===== src/rtl/core/etvs_pkg.sv =====
`timescale 1ns / 1ps
// ----------------------------------------------------------------------------
// Volume swell shared definitions
// Register indexes, sequencer codes and the multiply-accumulate control
// bundle used by the volume swell core.
// ----------------------------------------------------------------------------
package etvs_pkg;

	// Output gain format, Q2.13.
	localparam int GAIN_FRAC = 13;
	localparam int GAIN_BITS = 15;

	// Configuration register indexes.
	localparam int CFG_IDX_BITS = 3;
	localparam logic [CFG_IDX_BITS-1:0] REG_ATTACK  = 3'd0;
	localparam logic [CFG_IDX_BITS-1:0] REG_RELEASE = 3'd1;
	localparam logic [CFG_IDX_BITS-1:0] REG_RATE    = 3'd2;
	localparam logic [CFG_IDX_BITS-1:0] REG_THRESH  = 3'd3;
	localparam logic [CFG_IDX_BITS-1:0] REG_MIX     = 3'd4;
	localparam logic [CFG_IDX_BITS-1:0] REG_GAIN    = 3'd5;

	// Sequencer states, one-hot.
	typedef enum logic [3:0] {
		ST_IDLE  = 4'b0001,
		ST_ISSUE = 4'b0010,
		ST_WAIT  = 4'b0100,
		ST_DONE  = 4'b1000
	} state_t;

	// Multiply-accumulate operations, issued in this order for every request.
	typedef enum logic [2:0] {
		OP_ENV_MAG   = 3'd0,
		OP_ENV_OLD   = 3'd1,
		OP_SWELL     = 3'd2,
		OP_BLEND     = 3'd3,
		OP_LEFT_T    = 3'd4,
		OP_LEFT_Y    = 3'd5,
		OP_RIGHT_T   = 3'd6,
		OP_RIGHT_Y   = 3'd7
	} op_t;

	// Control bundle from the sequencer to the multiply-accumulate unit.
	typedef struct packed {
		logic start;
		logic accum;
	} mac_ctl_t;

endpackage


===== src/rtl/core/etvs_mac.sv =====
`timescale 1ns / 1ps
// ----------------------------------------------------------------------------
// Bit-serial multiply-accumulate unit
// Multiplies a parallel operand by a serial operand one bit per cycle, adding
// the partial products into an accumulator that is preloaded or kept.
// ----------------------------------------------------------------------------
module etvs_mac #(
	parameter int WA   = 24,
	parameter int WB   = 17,
	parameter int WACC = 42
) (
	input  logic                clk,
	input  logic                arst_n,
	input  etvs_pkg::mac_ctl_t  ctl,
	input  logic [WA-1:0]       a,
	input  logic [WB-1:0]       b,
	input  logic [WACC-1:0]     init,
	output logic                done,
	output logic [WACC-1:0]     acc
);
	import etvs_pkg::*;

	localparam int CW = $clog2(WB + 1);

	logic [WACC-1:0] a_q;
	logic [WACC-1:0] acc_q;
	logic [WB-1:0]   b_q;
	logic [CW-1:0]   cnt_q;
	logic            busy_q;
	logic            done_q;

	// Bit counter: one multiplier bit is consumed each busy cycle.
	always_ff @(posedge clk or negedge arst_n) begin
		if (!arst_n) begin
			busy_q <= 1'b0;
			done_q <= 1'b0;
			cnt_q  <= '0;
		end else begin
			done_q <= 1'b0;
			if (ctl.start) begin
				busy_q <= 1'b1;
				cnt_q  <= CW'(WB);
			end else if (busy_q) begin
				cnt_q <= cnt_q - 1'b1;
				if (cnt_q == CW'(1)) begin
					busy_q <= 1'b0;
					done_q <= 1'b1;
				end
			end
		end
	end

	// Shift-add datapath, least significant multiplier bit first.
	always_ff @(posedge clk) begin
		if (ctl.start) begin
			a_q <= WACC'(a);
			b_q <= b;
			if (!ctl.accum) begin
				acc_q <= init;
			end
		end else if (busy_q) begin
			if (b_q[0]) begin
				acc_q <= acc_q + a_q;
			end
			a_q <= a_q << 1;
			b_q <= b_q >> 1;
		end
	end

	assign done = done_q;
	assign acc  = acc_q;

endmodule


===== src/rtl/core/envelope_triggered_volume_swell.sv =====
`timescale 1ns / 1ps
// Flow: a stereo pair is taken only while the sequencer is idle; the single bit-serial
// multiply-accumulate unit runs eight products one after another, and a new pair is
// not accepted until the previous result has been loaded into the output register.
// Reset: asynchronous and active low; the envelope clears, the swell gain opens to unity
// and the configuration and control registers return to their defaults; the working
// and output data registers are not reset.
// ----------------------------------------------------------------------------
// Envelope triggered volume swell
// Peak envelope follower on the left channel restarts a one-pole gain ramp at
// each onset; both channels are blended, scaled by the output gain and clipped.
// ----------------------------------------------------------------------------
module envelope_triggered_volume_swell #(
	parameter  int SAMPLE_BITS = 24,
	parameter  int COEFF_BITS  = 16,
	localparam int TD_W  = ((2 * SAMPLE_BITS + 7) / 8) * 8,
	localparam int CFG_A = (SAMPLE_BITS - 1 > COEFF_BITS + 1) ? SAMPLE_BITS - 1 : COEFF_BITS + 1,
	localparam int CFG_W = (CFG_A > etvs_pkg::GAIN_BITS) ? CFG_A : etvs_pkg::GAIN_BITS
) (
	input  logic                             clk,
	input  logic                             arst_n,
	// Input stream.
	input  logic                             s_tvalid,
	output logic                             s_tready,
	input  logic [TD_W-1:0]                  s_tdata,  // left_in, right_in
	// Output stream.
	output logic                             m_tvalid,
	input  logic                             m_tready,
	output logic [TD_W-1:0]                  m_tdata,  // left_out, right_out
	output logic                             m_tuser,  // note_onset
	// Configuration write port.
	input  logic                             cfg_we,
	input  logic [etvs_pkg::CFG_IDX_BITS-1:0] cfg_index,
	input  logic [CFG_W-1:0]                 cfg_data
);
	import etvs_pkg::*;

	localparam int SB     = SAMPLE_BITS;
	localparam int CB     = COEFF_BITS;
	localparam int MAG_W  = SB - 1;
	localparam int MIX_W  = CB + 1;
	localparam int WA     = (SB > CB + 1) ? SB : CB + 1;
	localparam int WB     = (CB + 1 > GAIN_BITS) ? CB + 1 : GAIN_BITS;
	localparam int WACC   = WA + WB + 1;
	localparam int PROD_W = WACC - CB;
	localparam int Y_W    = WACC - GAIN_FRAC;

	localparam logic [WACC-1:0]  HALF_A  = WACC'(1) << (CB - 1);
	localparam logic [WACC-1:0]  GHALF_A = WACC'(1) << (GAIN_FRAC - 1);
	localparam logic [MIX_W-1:0] ONE_Q   = MIX_W'(1) << CB;
	localparam logic [MAG_W-1:0] MAG_MAX = '1;
	localparam logic [SB-1:0]    NEG_MAG = SB'(1) << (SB - 1);

	// Defaults are given for Q0.16 and Q1.23 and rescaled to the chosen widths.
	localparam logic [CB-1:0]    ATT_RST = CB'((64'd65010 << CB) >> 16);
	localparam logic [CB-1:0]    REL_RST = CB'((64'd65527 << CB) >> 16);
	localparam logic [CB-1:0]    RATE_RST = CB'((64'd3 << CB) >> 16);
	localparam logic [MAG_W-1:0] THR_RST = MAG_W'((64'd83886 << (SB - 1)) >> 23);
	localparam logic [GAIN_BITS-1:0] GAIN_RST = GAIN_BITS'(8192);

	// Configuration registers.
	logic [CB-1:0]        att_q;
	logic [CB-1:0]        rel_q;
	logic [CB-1:0]        rate_q;
	logic [MAG_W-1:0]     thr_q;
	logic [MIX_W-1:0]     mix_q;
	logic [GAIN_BITS-1:0] og_q;

	// Control and algorithm state.
	state_t           state_q;
	op_t              op_q;
	logic [MAG_W-1:0] env_q;
	logic [MIX_W-1:0] sg_q;
	logic             m_tvalid_q;

	// Per-request working registers.
	logic [SB-1:0]    absl_q;
	logic [SB-1:0]    absr_q;
	logic             negl_q;
	logic             negr_q;
	logic [MAG_W-1:0] mag_q;
	logic [CB-1:0]    c_q;
	logic [MIX_W-1:0] blend_q;
	logic [SB-1:0]    t_q;
	logic [SB-1:0]    resl_q;
	logic [SB-1:0]    resr_q;
	logic             onset_q;
	logic [SB-1:0]    outl_q;
	logic [SB-1:0]    outr_q;
	logic             outo_q;

	// Multiply-accumulate interface.
	mac_ctl_t         mac_ctl;
	logic [WA-1:0]    mac_a;
	logic [WB-1:0]    mac_b;
	logic [WACC-1:0]  mac_init;
	logic             mac_done;
	logic [WACC-1:0]  mac_acc;

	// Combinational helpers.
	logic             accept;
	logic             out_free;
	logic [SB-1:0]    left_in;
	logic [SB-1:0]    right_in;
	logic [SB-1:0]    abs_l;
	logic [SB-1:0]    abs_r;
	logic [MAG_W-1:0] mag;
	logic [MIX_W-1:0] mix_sat;
	logic [PROD_W-1:0] prod;
	logic [MAG_W-1:0] env_new;
	logic             onset;
	logic [CB+1:0]    sg_sum;
	logic [MIX_W-1:0] sg_new;
	logic [Y_W-1:0]   y;
	logic [Y_W-1:0]   y_lim;
	logic             sel_neg;
	logic [SB-1:0]    y_sat;
	logic [SB-1:0]    y_res;

	assign accept   = s_tvalid && s_tready;
	assign s_tready = (state_q == ST_IDLE);
	assign out_free = !m_tvalid_q || m_tready;

	// Input unpacking, magnitudes and coefficient choice at accept time.
	always_comb begin
		left_in  = s_tdata[SB-1:0];
		right_in = s_tdata[2*SB-1:SB];
		abs_l    = left_in[SB-1] ? (~left_in + 1'b1) : left_in;
		abs_r    = right_in[SB-1] ? (~right_in + 1'b1) : right_in;
		mag      = abs_l[SB-1] ? MAG_MAX : abs_l[MAG_W-1:0];
	end

	assign mix_sat = (mix_q > ONE_Q) ? ONE_Q : mix_q;

	// Operand selection for the current operation.
	always_comb begin
		mac_ctl.start = (state_q == ST_ISSUE);
		mac_ctl.accum = 1'b0;
		mac_a         = '0;
		mac_b         = '0;
		mac_init      = HALF_A;
		case (op_q)
			OP_ENV_MAG: begin
				mac_a = WA'(mag_q);
				mac_b = WB'(ONE_Q - MIX_W'(c_q));
			end
			OP_ENV_OLD: begin
				mac_a         = WA'(env_q);
				mac_b         = WB'(c_q);
				mac_ctl.accum = 1'b1;
			end
			OP_SWELL: begin
				mac_a = WA'(ONE_Q - sg_q);
				mac_b = WB'(rate_q);
			end
			OP_BLEND: begin
				mac_a    = WA'(mix_sat);
				mac_b    = WB'(sg_q);
				mac_init = HALF_A + (WACC'(ONE_Q - mix_sat) << CB);
			end
			OP_LEFT_T: begin
				mac_a = WA'(absl_q);
				mac_b = WB'(blend_q);
			end
			OP_LEFT_Y: begin
				mac_a    = WA'(t_q);
				mac_b    = WB'(og_q);
				mac_init = GHALF_A;
			end
			OP_RIGHT_T: begin
				mac_a = WA'(absr_q);
				mac_b = WB'(blend_q);
			end
			OP_RIGHT_Y: begin
				mac_a    = WA'(t_q);
				mac_b    = WB'(og_q);
				mac_init = GHALF_A;
			end
			default: begin
				mac_a = '0;
			end
		endcase
	end

	etvs_mac #(
		.WA   (WA),
		.WB   (WB),
		.WACC (WACC)
	) u_mac (
		.clk    (clk),
		.arst_n (arst_n),
		.ctl    (mac_ctl),
		.a      (mac_a),
		.b      (mac_b),
		.init   (mac_init),
		.done   (mac_done),
		.acc    (mac_acc)
	);

	// Post-processing of a finished product.
	always_comb begin
		prod    = mac_acc[WACC-1:CB];
		env_new = (prod > PROD_W'(MAG_MAX)) ? MAG_MAX : prod[MAG_W-1:0];
		onset   = (env_q < thr_q) && (env_new >= thr_q);
		sg_sum  = (CB + 2)'(sg_q) + prod[CB+1:0];
		sg_new  = (sg_sum > (CB + 2)'(ONE_Q)) ? ONE_Q : sg_sum[MIX_W-1:0];
		y       = mac_acc[WACC-1:GAIN_FRAC];
		sel_neg = (op_q == OP_LEFT_Y) ? negl_q : negr_q;
		y_lim   = sel_neg ? Y_W'(NEG_MAG) : Y_W'(MAG_MAX);
		y_sat   = (y > y_lim) ? y_lim[SB-1:0] : y[SB-1:0];
		y_res   = sel_neg ? (~y_sat + 1'b1) : y_sat;
	end

	// Configuration, sequencer and algorithm state.
	always_ff @(posedge clk or negedge arst_n) begin
		if (!arst_n) begin
			att_q      <= ATT_RST;
			rel_q      <= REL_RST;
			rate_q     <= RATE_RST;
			thr_q      <= THR_RST;
			mix_q      <= ONE_Q;
			og_q       <= GAIN_RST;
			state_q    <= ST_IDLE;
			op_q       <= OP_ENV_MAG;
			env_q      <= '0;
			sg_q       <= ONE_Q;
			m_tvalid_q <= 1'b0;
		end else begin
			if (cfg_we) begin
				case (cfg_index)
					REG_ATTACK:  att_q  <= cfg_data[CB-1:0];
					REG_RELEASE: rel_q  <= cfg_data[CB-1:0];
					REG_RATE:    rate_q <= cfg_data[CB-1:0];
					REG_THRESH:  thr_q  <= cfg_data[MAG_W-1:0];
					REG_MIX:     mix_q  <= cfg_data[MIX_W-1:0];
					REG_GAIN:    og_q   <= cfg_data[GAIN_BITS-1:0];
					default: ;
				endcase
			end

			// The result is valid from the load of a finished pair until it is taken.
			if ((state_q == ST_DONE) && out_free) begin
				m_tvalid_q <= 1'b1;
			end else if (m_tready) begin
				m_tvalid_q <= 1'b0;
			end

			case (state_q)
				ST_IDLE: begin
					if (accept) begin
						op_q    <= OP_ENV_MAG;
						state_q <= ST_ISSUE;
					end
				end
				ST_ISSUE: begin
					state_q <= ST_WAIT;
				end
				ST_WAIT: begin
					if (mac_done) begin
						if (op_q == OP_ENV_OLD) begin
							env_q <= env_new;
							if (onset) begin
								sg_q <= '0;
							end
						end
						if (op_q == OP_SWELL) begin
							sg_q <= sg_new;
						end
						if (op_q == OP_RIGHT_Y) begin
							state_q <= ST_DONE;
						end else begin
							op_q    <= op_t'(op_q + 3'd1);
							state_q <= ST_ISSUE;
						end
					end
				end
				ST_DONE: begin
					if (out_free) begin
						state_q <= ST_IDLE;
					end
				end
				default: begin
					state_q <= ST_IDLE;
				end
			endcase
		end
	end

	// Working registers and the output register.
	always_ff @(posedge clk) begin
		if (accept) begin
			absl_q <= abs_l;
			absr_q <= abs_r;
			negl_q <= left_in[SB-1];
			negr_q <= right_in[SB-1];
			mag_q  <= mag;
			c_q    <= (mag > env_q) ? att_q : rel_q;
		end
		if ((state_q == ST_WAIT) && mac_done) begin
			case (op_q)
				OP_ENV_OLD: onset_q <= onset;
				OP_BLEND:   blend_q <= prod[MIX_W-1:0];
				OP_LEFT_T:  t_q     <= prod[SB-1:0];
				OP_LEFT_Y:  resl_q  <= y_res;
				OP_RIGHT_T: t_q     <= prod[SB-1:0];
				OP_RIGHT_Y: resr_q  <= y_res;
				default: ;
			endcase
		end
		if ((state_q == ST_DONE) && out_free) begin
			outl_q <= resl_q;
			outr_q <= resr_q;
			outo_q <= onset_q;
		end
	end

	assign m_tvalid = m_tvalid_q;
	assign m_tdata  = TD_W'({outr_q, outl_q});
	assign m_tuser  = outo_q;

endmodule


===== config.mk =====
export PLATFORM = sky130hd
export DESIGN_NAME = envelope_triggered_volume_swell
export DESIGN_NICKNAME = d
export VERILOG_FILES = /design/src/rtl/core/etvs_pkg.sv /design/src/rtl/core/etvs_mac.sv /design/src/rtl/core/envelope_triggered_volume_swell.sv
export SDC_FILE = /design/constraint.sdc
export NUM_CORES = 1
export LEC_CHECK = 0
export BUFFER_PORTS_ARGS = -buffer_cell sky130_fd_sc_hd__buf_2
export CAP_MARGIN = 10
export CORE_ASPECT_RATIO = 0.9
export CORE_MARGIN = 5
export CORE_UTILIZATION = 40
export CTS_CLUSTER_DIAMETER = 100
export CTS_CLUSTER_SIZE = 40
export DETAILED_ROUTE_END_ITERATION = 7
export GPL_TIMING_DRIVEN = 0
export PLACE_DENSITY_LB_ADDON = 0.05
export SETUP_SLACK_MARGIN = 0.02
export SYNTH_ARGS = -nofsm -noshare
export SYNTH_HDL_FRONTEND = slang
export SYNTH_HIERARCHICAL = 1
export SYNTH_SLANG_ARGS = --single-unit

===== constraint.sdc =====
create_clock -name clk -period 4.9 [get_ports clk]
set_clock_uncertainty 0.15 [all_clocks]
set_input_delay 0.735 -clock clk [delete_from_list [all_inputs] [get_ports clk]]
set_output_delay 0.735 -clock clk [all_outputs]
set_load 0.01 [all_outputs]

==> impl.org <==
** Synthesis
- Number of flops mapped to enable cells by yosys :: ~310
- Number of synthesized register bits :: ~500
- By area, the combinational part of the netlist is dominated by compound AO/OA/AOI/OAI gates.
- Avg Cell Area, Syn :: around 11 µm²
- The synthesized netlist devotes under 10% of its cell area to XOR and XNOR gates.
- Ranking of synthesized cells by instance count :: edfxtp_1 (311), nor2_1 (180), nand2_1 (169)
- Summed over its instances, the top area cell type makes up a little over a third of the synthesized netlist area.
- In the synthesized netlist, the number of instances is 2,395.
- Number of different library cells in the post-synthesis netlist :: between 90 and 100
- For this run, asynchronously set or reset flops after synthesis account for between 30% and 40%.
- Measured against the total synthesized area, the mux share comes to approximately 7.5%.
- In the post-synthesis netlist, the biggest area contributors are edfxtp_1 (35%), dfrtp_1 (11%), ha_1 (7.6%).
- Cell taking the most area after synthesis :: edfxtp_1
- Part of the Yosys area used for sequential elements :: 50.9%
- Prevailing post-synth register cell :: edfxtp_1
- After Yosys synthesis, full adders, half adders and majority gates account for 7.77% of the synthesized area.
- edfxtp_1 is the most common cell in the netlist.
- During synthesis, Yosys emitted a total of 6 warnings.
- Area share of and/or/nand/nor cells after synthesis :: between 10 and 15%
- Area fraction in compound gates after synthesis :: roughly 14%
- After synthesis the cells add up to 0.0269 mm².

** Routing
- Vias :: just over 20,000
- Met2 routed wirelength :: between 40,000 and 50,000 µm
- For this block, the initial DRC count from the detailed router was 2,003.
- Met3 wire len :: between 5000 and 6000 µm
- The detail route stage leaves a number of antenna-violating nets equal to 0.
- Routed signal wires occupy layers up through met5.
- After detailed routing, the average wire length per cell comes to roughly 26 µm.
- Remaining routing DRC violations :: 0
- Drt pass-1 iters :: 8
- Wires add up to 89,300 µm.
- Via density per instance :: 5.76
- Met1 layer wirelength in the final routing :: approximately 40,000 µm

** Die
- Area of the placeable core :: about 0.067 mm²
- Overall die height :: between 200 and 300 µm
- Floorplan die area :: ~0.073 mm²
- Ports placed on the boundary :: between 100 and 150
- The initial utilization of the core area, before any placement, comes to about two fifths.
- Die width :: between 200 and 300 µm
- The floorplan has 90 rows.

** Timing
- Achievable frequency :: between 200 and 250 MHz
- The worst path uses between 90 and 100% of the clock period.
- Final total negative setup slack :: 0 ps
- Max-slew violations :: 0
- In this run the tightest slew margin relative to its limit is about 16%.
- At the pin with the least slew margin, the transition time is 1260 ps.
- Time the worst path needs with I/O delays and setup :: 4760 ps
- Setup repair after global routing could not meet its margin everywhere.
- Across all setup checks in the final design, the least slack found is about 140 ps.
- Final setup vio count :: 0
- Number of hold violations in the final report :: 0

** Setup path
- Worst setup path start :: s_tdata[8]
- The slowest stage of the critical path belongs to the cell or4_4.
- The worst setup path is captured at a register.
- Longest individual stage delay on the worst path :: 590 ps
- STA classifies the critical path startpoint as a primary input.
- Biggest fanout along the worst timing path :: 10
- Category of the most critical setup path :: primary input to register
- Data on the critical path is required at its endpoint by slightly above 5000 ps.
- List of cells traversed by the critical path :: buf_2, or4_4, nor4_4, nand4_1, or4_4, or3b_4, o21ai_4, o21ai_4, ha_1, and3_1, nand4_1, o21bai_4, a21oi_4, buf_12, buf_12, mux2_2
- Data arrives at the worst endpoint at 4980 ps.
- R2R Path Start :: op_q[1]$_DFFE_PN0P_

** Global route
- The first global-routing pass estimated ~130,000 µm of wire.
- Number of global-route vias before repair :: between 15,000 and 20,000
- Across every metal layer, demand over resource in global routing totals 23.7%.
- The number of antenna violations at the first check in global routing is 7.
- Largest net degree at the start of global routing :: about 110
- GRT overflow :: 0

** Clock tree
- Maximum root-to-sink buffer count :: 3
- The later pin in the worst-skew pair is clocked with a latency of 640 ps.
- TritonCTS built the clock tree.
- Total CTS buffers :: 25
- Number of clock sinks :: ~490
- Count of H-tree levels built during CTS :: 1
- Clock-pin slew reported for the worst setup and hold paths after clock tree synthesis :: 120 ps
- CTS root buf :: clkbuf_16

** Power and ir drop
- Areal power density over the cells :: around 530 mW/mm²
- Static leakage :: ~12 nW
- Across the VDD grid, the largest voltage drop is between 0.2 and 0.3 mV.

** Placement
- Pre-CTS worst setup slack :: -1240 ps
- The congestion estimate from routability-driven global placement came to just over 0.9.
- Area post-placement :: a little under 0.03 mm²
- Count of buffers from port buffering :: 128
- Detailed placement ended at an HPWL of roughly 67,000 µm.

** Min path
- In this run the worst hold path is classified as primary input to register.
- In this run the most critical hold path is launched from s_tdata[23].

** Final layout
- Once layout is done, the placed cells without fillers occupy 0.0306 mm².
- Fill cells in the final layout number between 6,000 and 7,000.
- Synthesis-to-finish area growth :: 13.5%
- Layout cells sized above 1 :: between 10% and 20%
- At the end of the flow the core is filled with cells to 45.7%.
- The number of antenna diodes in the final layout is 0.
- Final net count :: between 2,000 and 3,000

** Run
- The tool flagged a number of max-cap violations equal to 0.

** Run status
- The run finished with clean final reports.
-- cell type report --
| class | instances | area [µm²] | share of cell area, % |
|---|---|---|---|
| Buffer | 101 | 507 | 1.66 |
| Clock buffer | 25 | 626 | 2.05 |
| Clock inverter | 20 | 413 | 1.35 |
| Inverter | 86 | 323 | 1.06 |
| Multi-Input combinational cell | 1742 | 12900 | 42.2 |
| Sequential cell | 487 | 13700 | 44.8 |
| Tap cell | 874 | 1090 | 3.58 |
| Timing Repair Buffer | 156 | 1010 | 3.32 |
-- worst max-delay path, delay by kind of cell --
kind / cells / cell delay (ps)
AND/OR/NAND/NOR: 7 / 2520
buffers and inverters: 3 / 380
adder cells (fa/ha/maj): 1 / 300
multiplexers: 1 / 350
AO/OA/AOI/OAI: 4 / 670
-- cell usage in the layout, fill, tap and decap left out, types with 23 or more instances in the layout --
cell	n
nand4_1	30
nor3_1	43
nand2b_1	66
edfxtp_1	311
a21o_1	43
clkbuf_16	26
xor2_1	33
a21oi_1	135
conb_1	23
clkbuf_1	79
o21ai_0	108
inv_1	84
ha_1	161
buf_2	128
nor2b_1	24
dfstp_2	43
xnor2_1	90
nor2_1	177
mux2_2	159
nand2_1	167
nand3_1	30
a222oi_1	23
a31oi_1	23
dfrtp_1	113
a22oi_1	32
-- timing repair --
| action | 4_1_cts | 5_1_grt |
|---|---|---|
| endpoints found under the hold margin | 49 | 0 |
| resized for setup | 44 | 45 |
| setup buffers | 9 | 11 |
| setup endpoints to repair | 63 | 40 |
| hold buffers | 1 | 0 |
| pin swaps | 9 | 21 |
| gates cloned | 1 | 0 |
-- power by group --
part	internal (mW)	leakage (nW)	switching [mW]	total, mW
Clock	1.12	0.485	1.75	2.87
Sequential	5.82	4.96	1.17	6.99
Combinational	2.70	6.24	3.77	6.46
-- through the flow --
stage	std cells	total power, mW	hold slack, ps
2_1_floorplan	2417	11.1	250
3_3_place_gp	3419	13.2	253
3_5_place_dp	3425	13.4	255
4_1_cts	3480	16.4	123
5_1_grt	3491	17.4	125
6_report	3491	16.3	157
-- sequential cells by signal (all words and copies together) (netlist names), 23 cells and up --
| name | flops |
|---|---|
| absl_q | 24 |
| outl_q | 24 |
| t_q | 24 |
| outr_q | 24 |
| u_mac/acc | 42 |
| resr_q | 24 |
| thr_q | 23 |
| resl_q | 24 |
| u_mac/a_q | 42 |
| env_q | 23 |
| absr_q | 24 |
| mag_q | 23 |
-- routing by layer --
layer | vias up | GRT usage (%)
li1 | 9352 | -
met1 | 10000 | 32.9
met2 | 601 | 38.5
met3 | 124 | 4.11
met4 | 6 | 6.76
met5 | - | 0
-- worst paths after layout --
check / to / slack [ps] / cells past startpoint
worst max-delay path: c_q[7]$_DFFE_PP_ / 140 / 16
max in group asynchronous: op_q[0]$_DFFE_PN0P_ / 3110 / 3
min in group asynchronous: env_q[15]$_DFFE_PN0P_ / 470 / 2
worst min-delay path: negl_q$_DFFE_PP_ / 160 / 1
worst min register to register: outr_q[1]$_DFFE_PP_ / 270 / 0
worst max register to register: resr_q[18]$_DFFE_PP_ / 190 / 24
-- cells by family (layout without fill, tap and decap cells) --
family	count (synthesis)	count (layout)
mux	183	183
other cells	1	23
compound gates	566	566
flops	487	487
xor+xnor	123	123
simple gates	681	681
buf+inv	188	388
fa+ha+maj	166	166
Note: power is estimated with default switching activity, not from simulation.
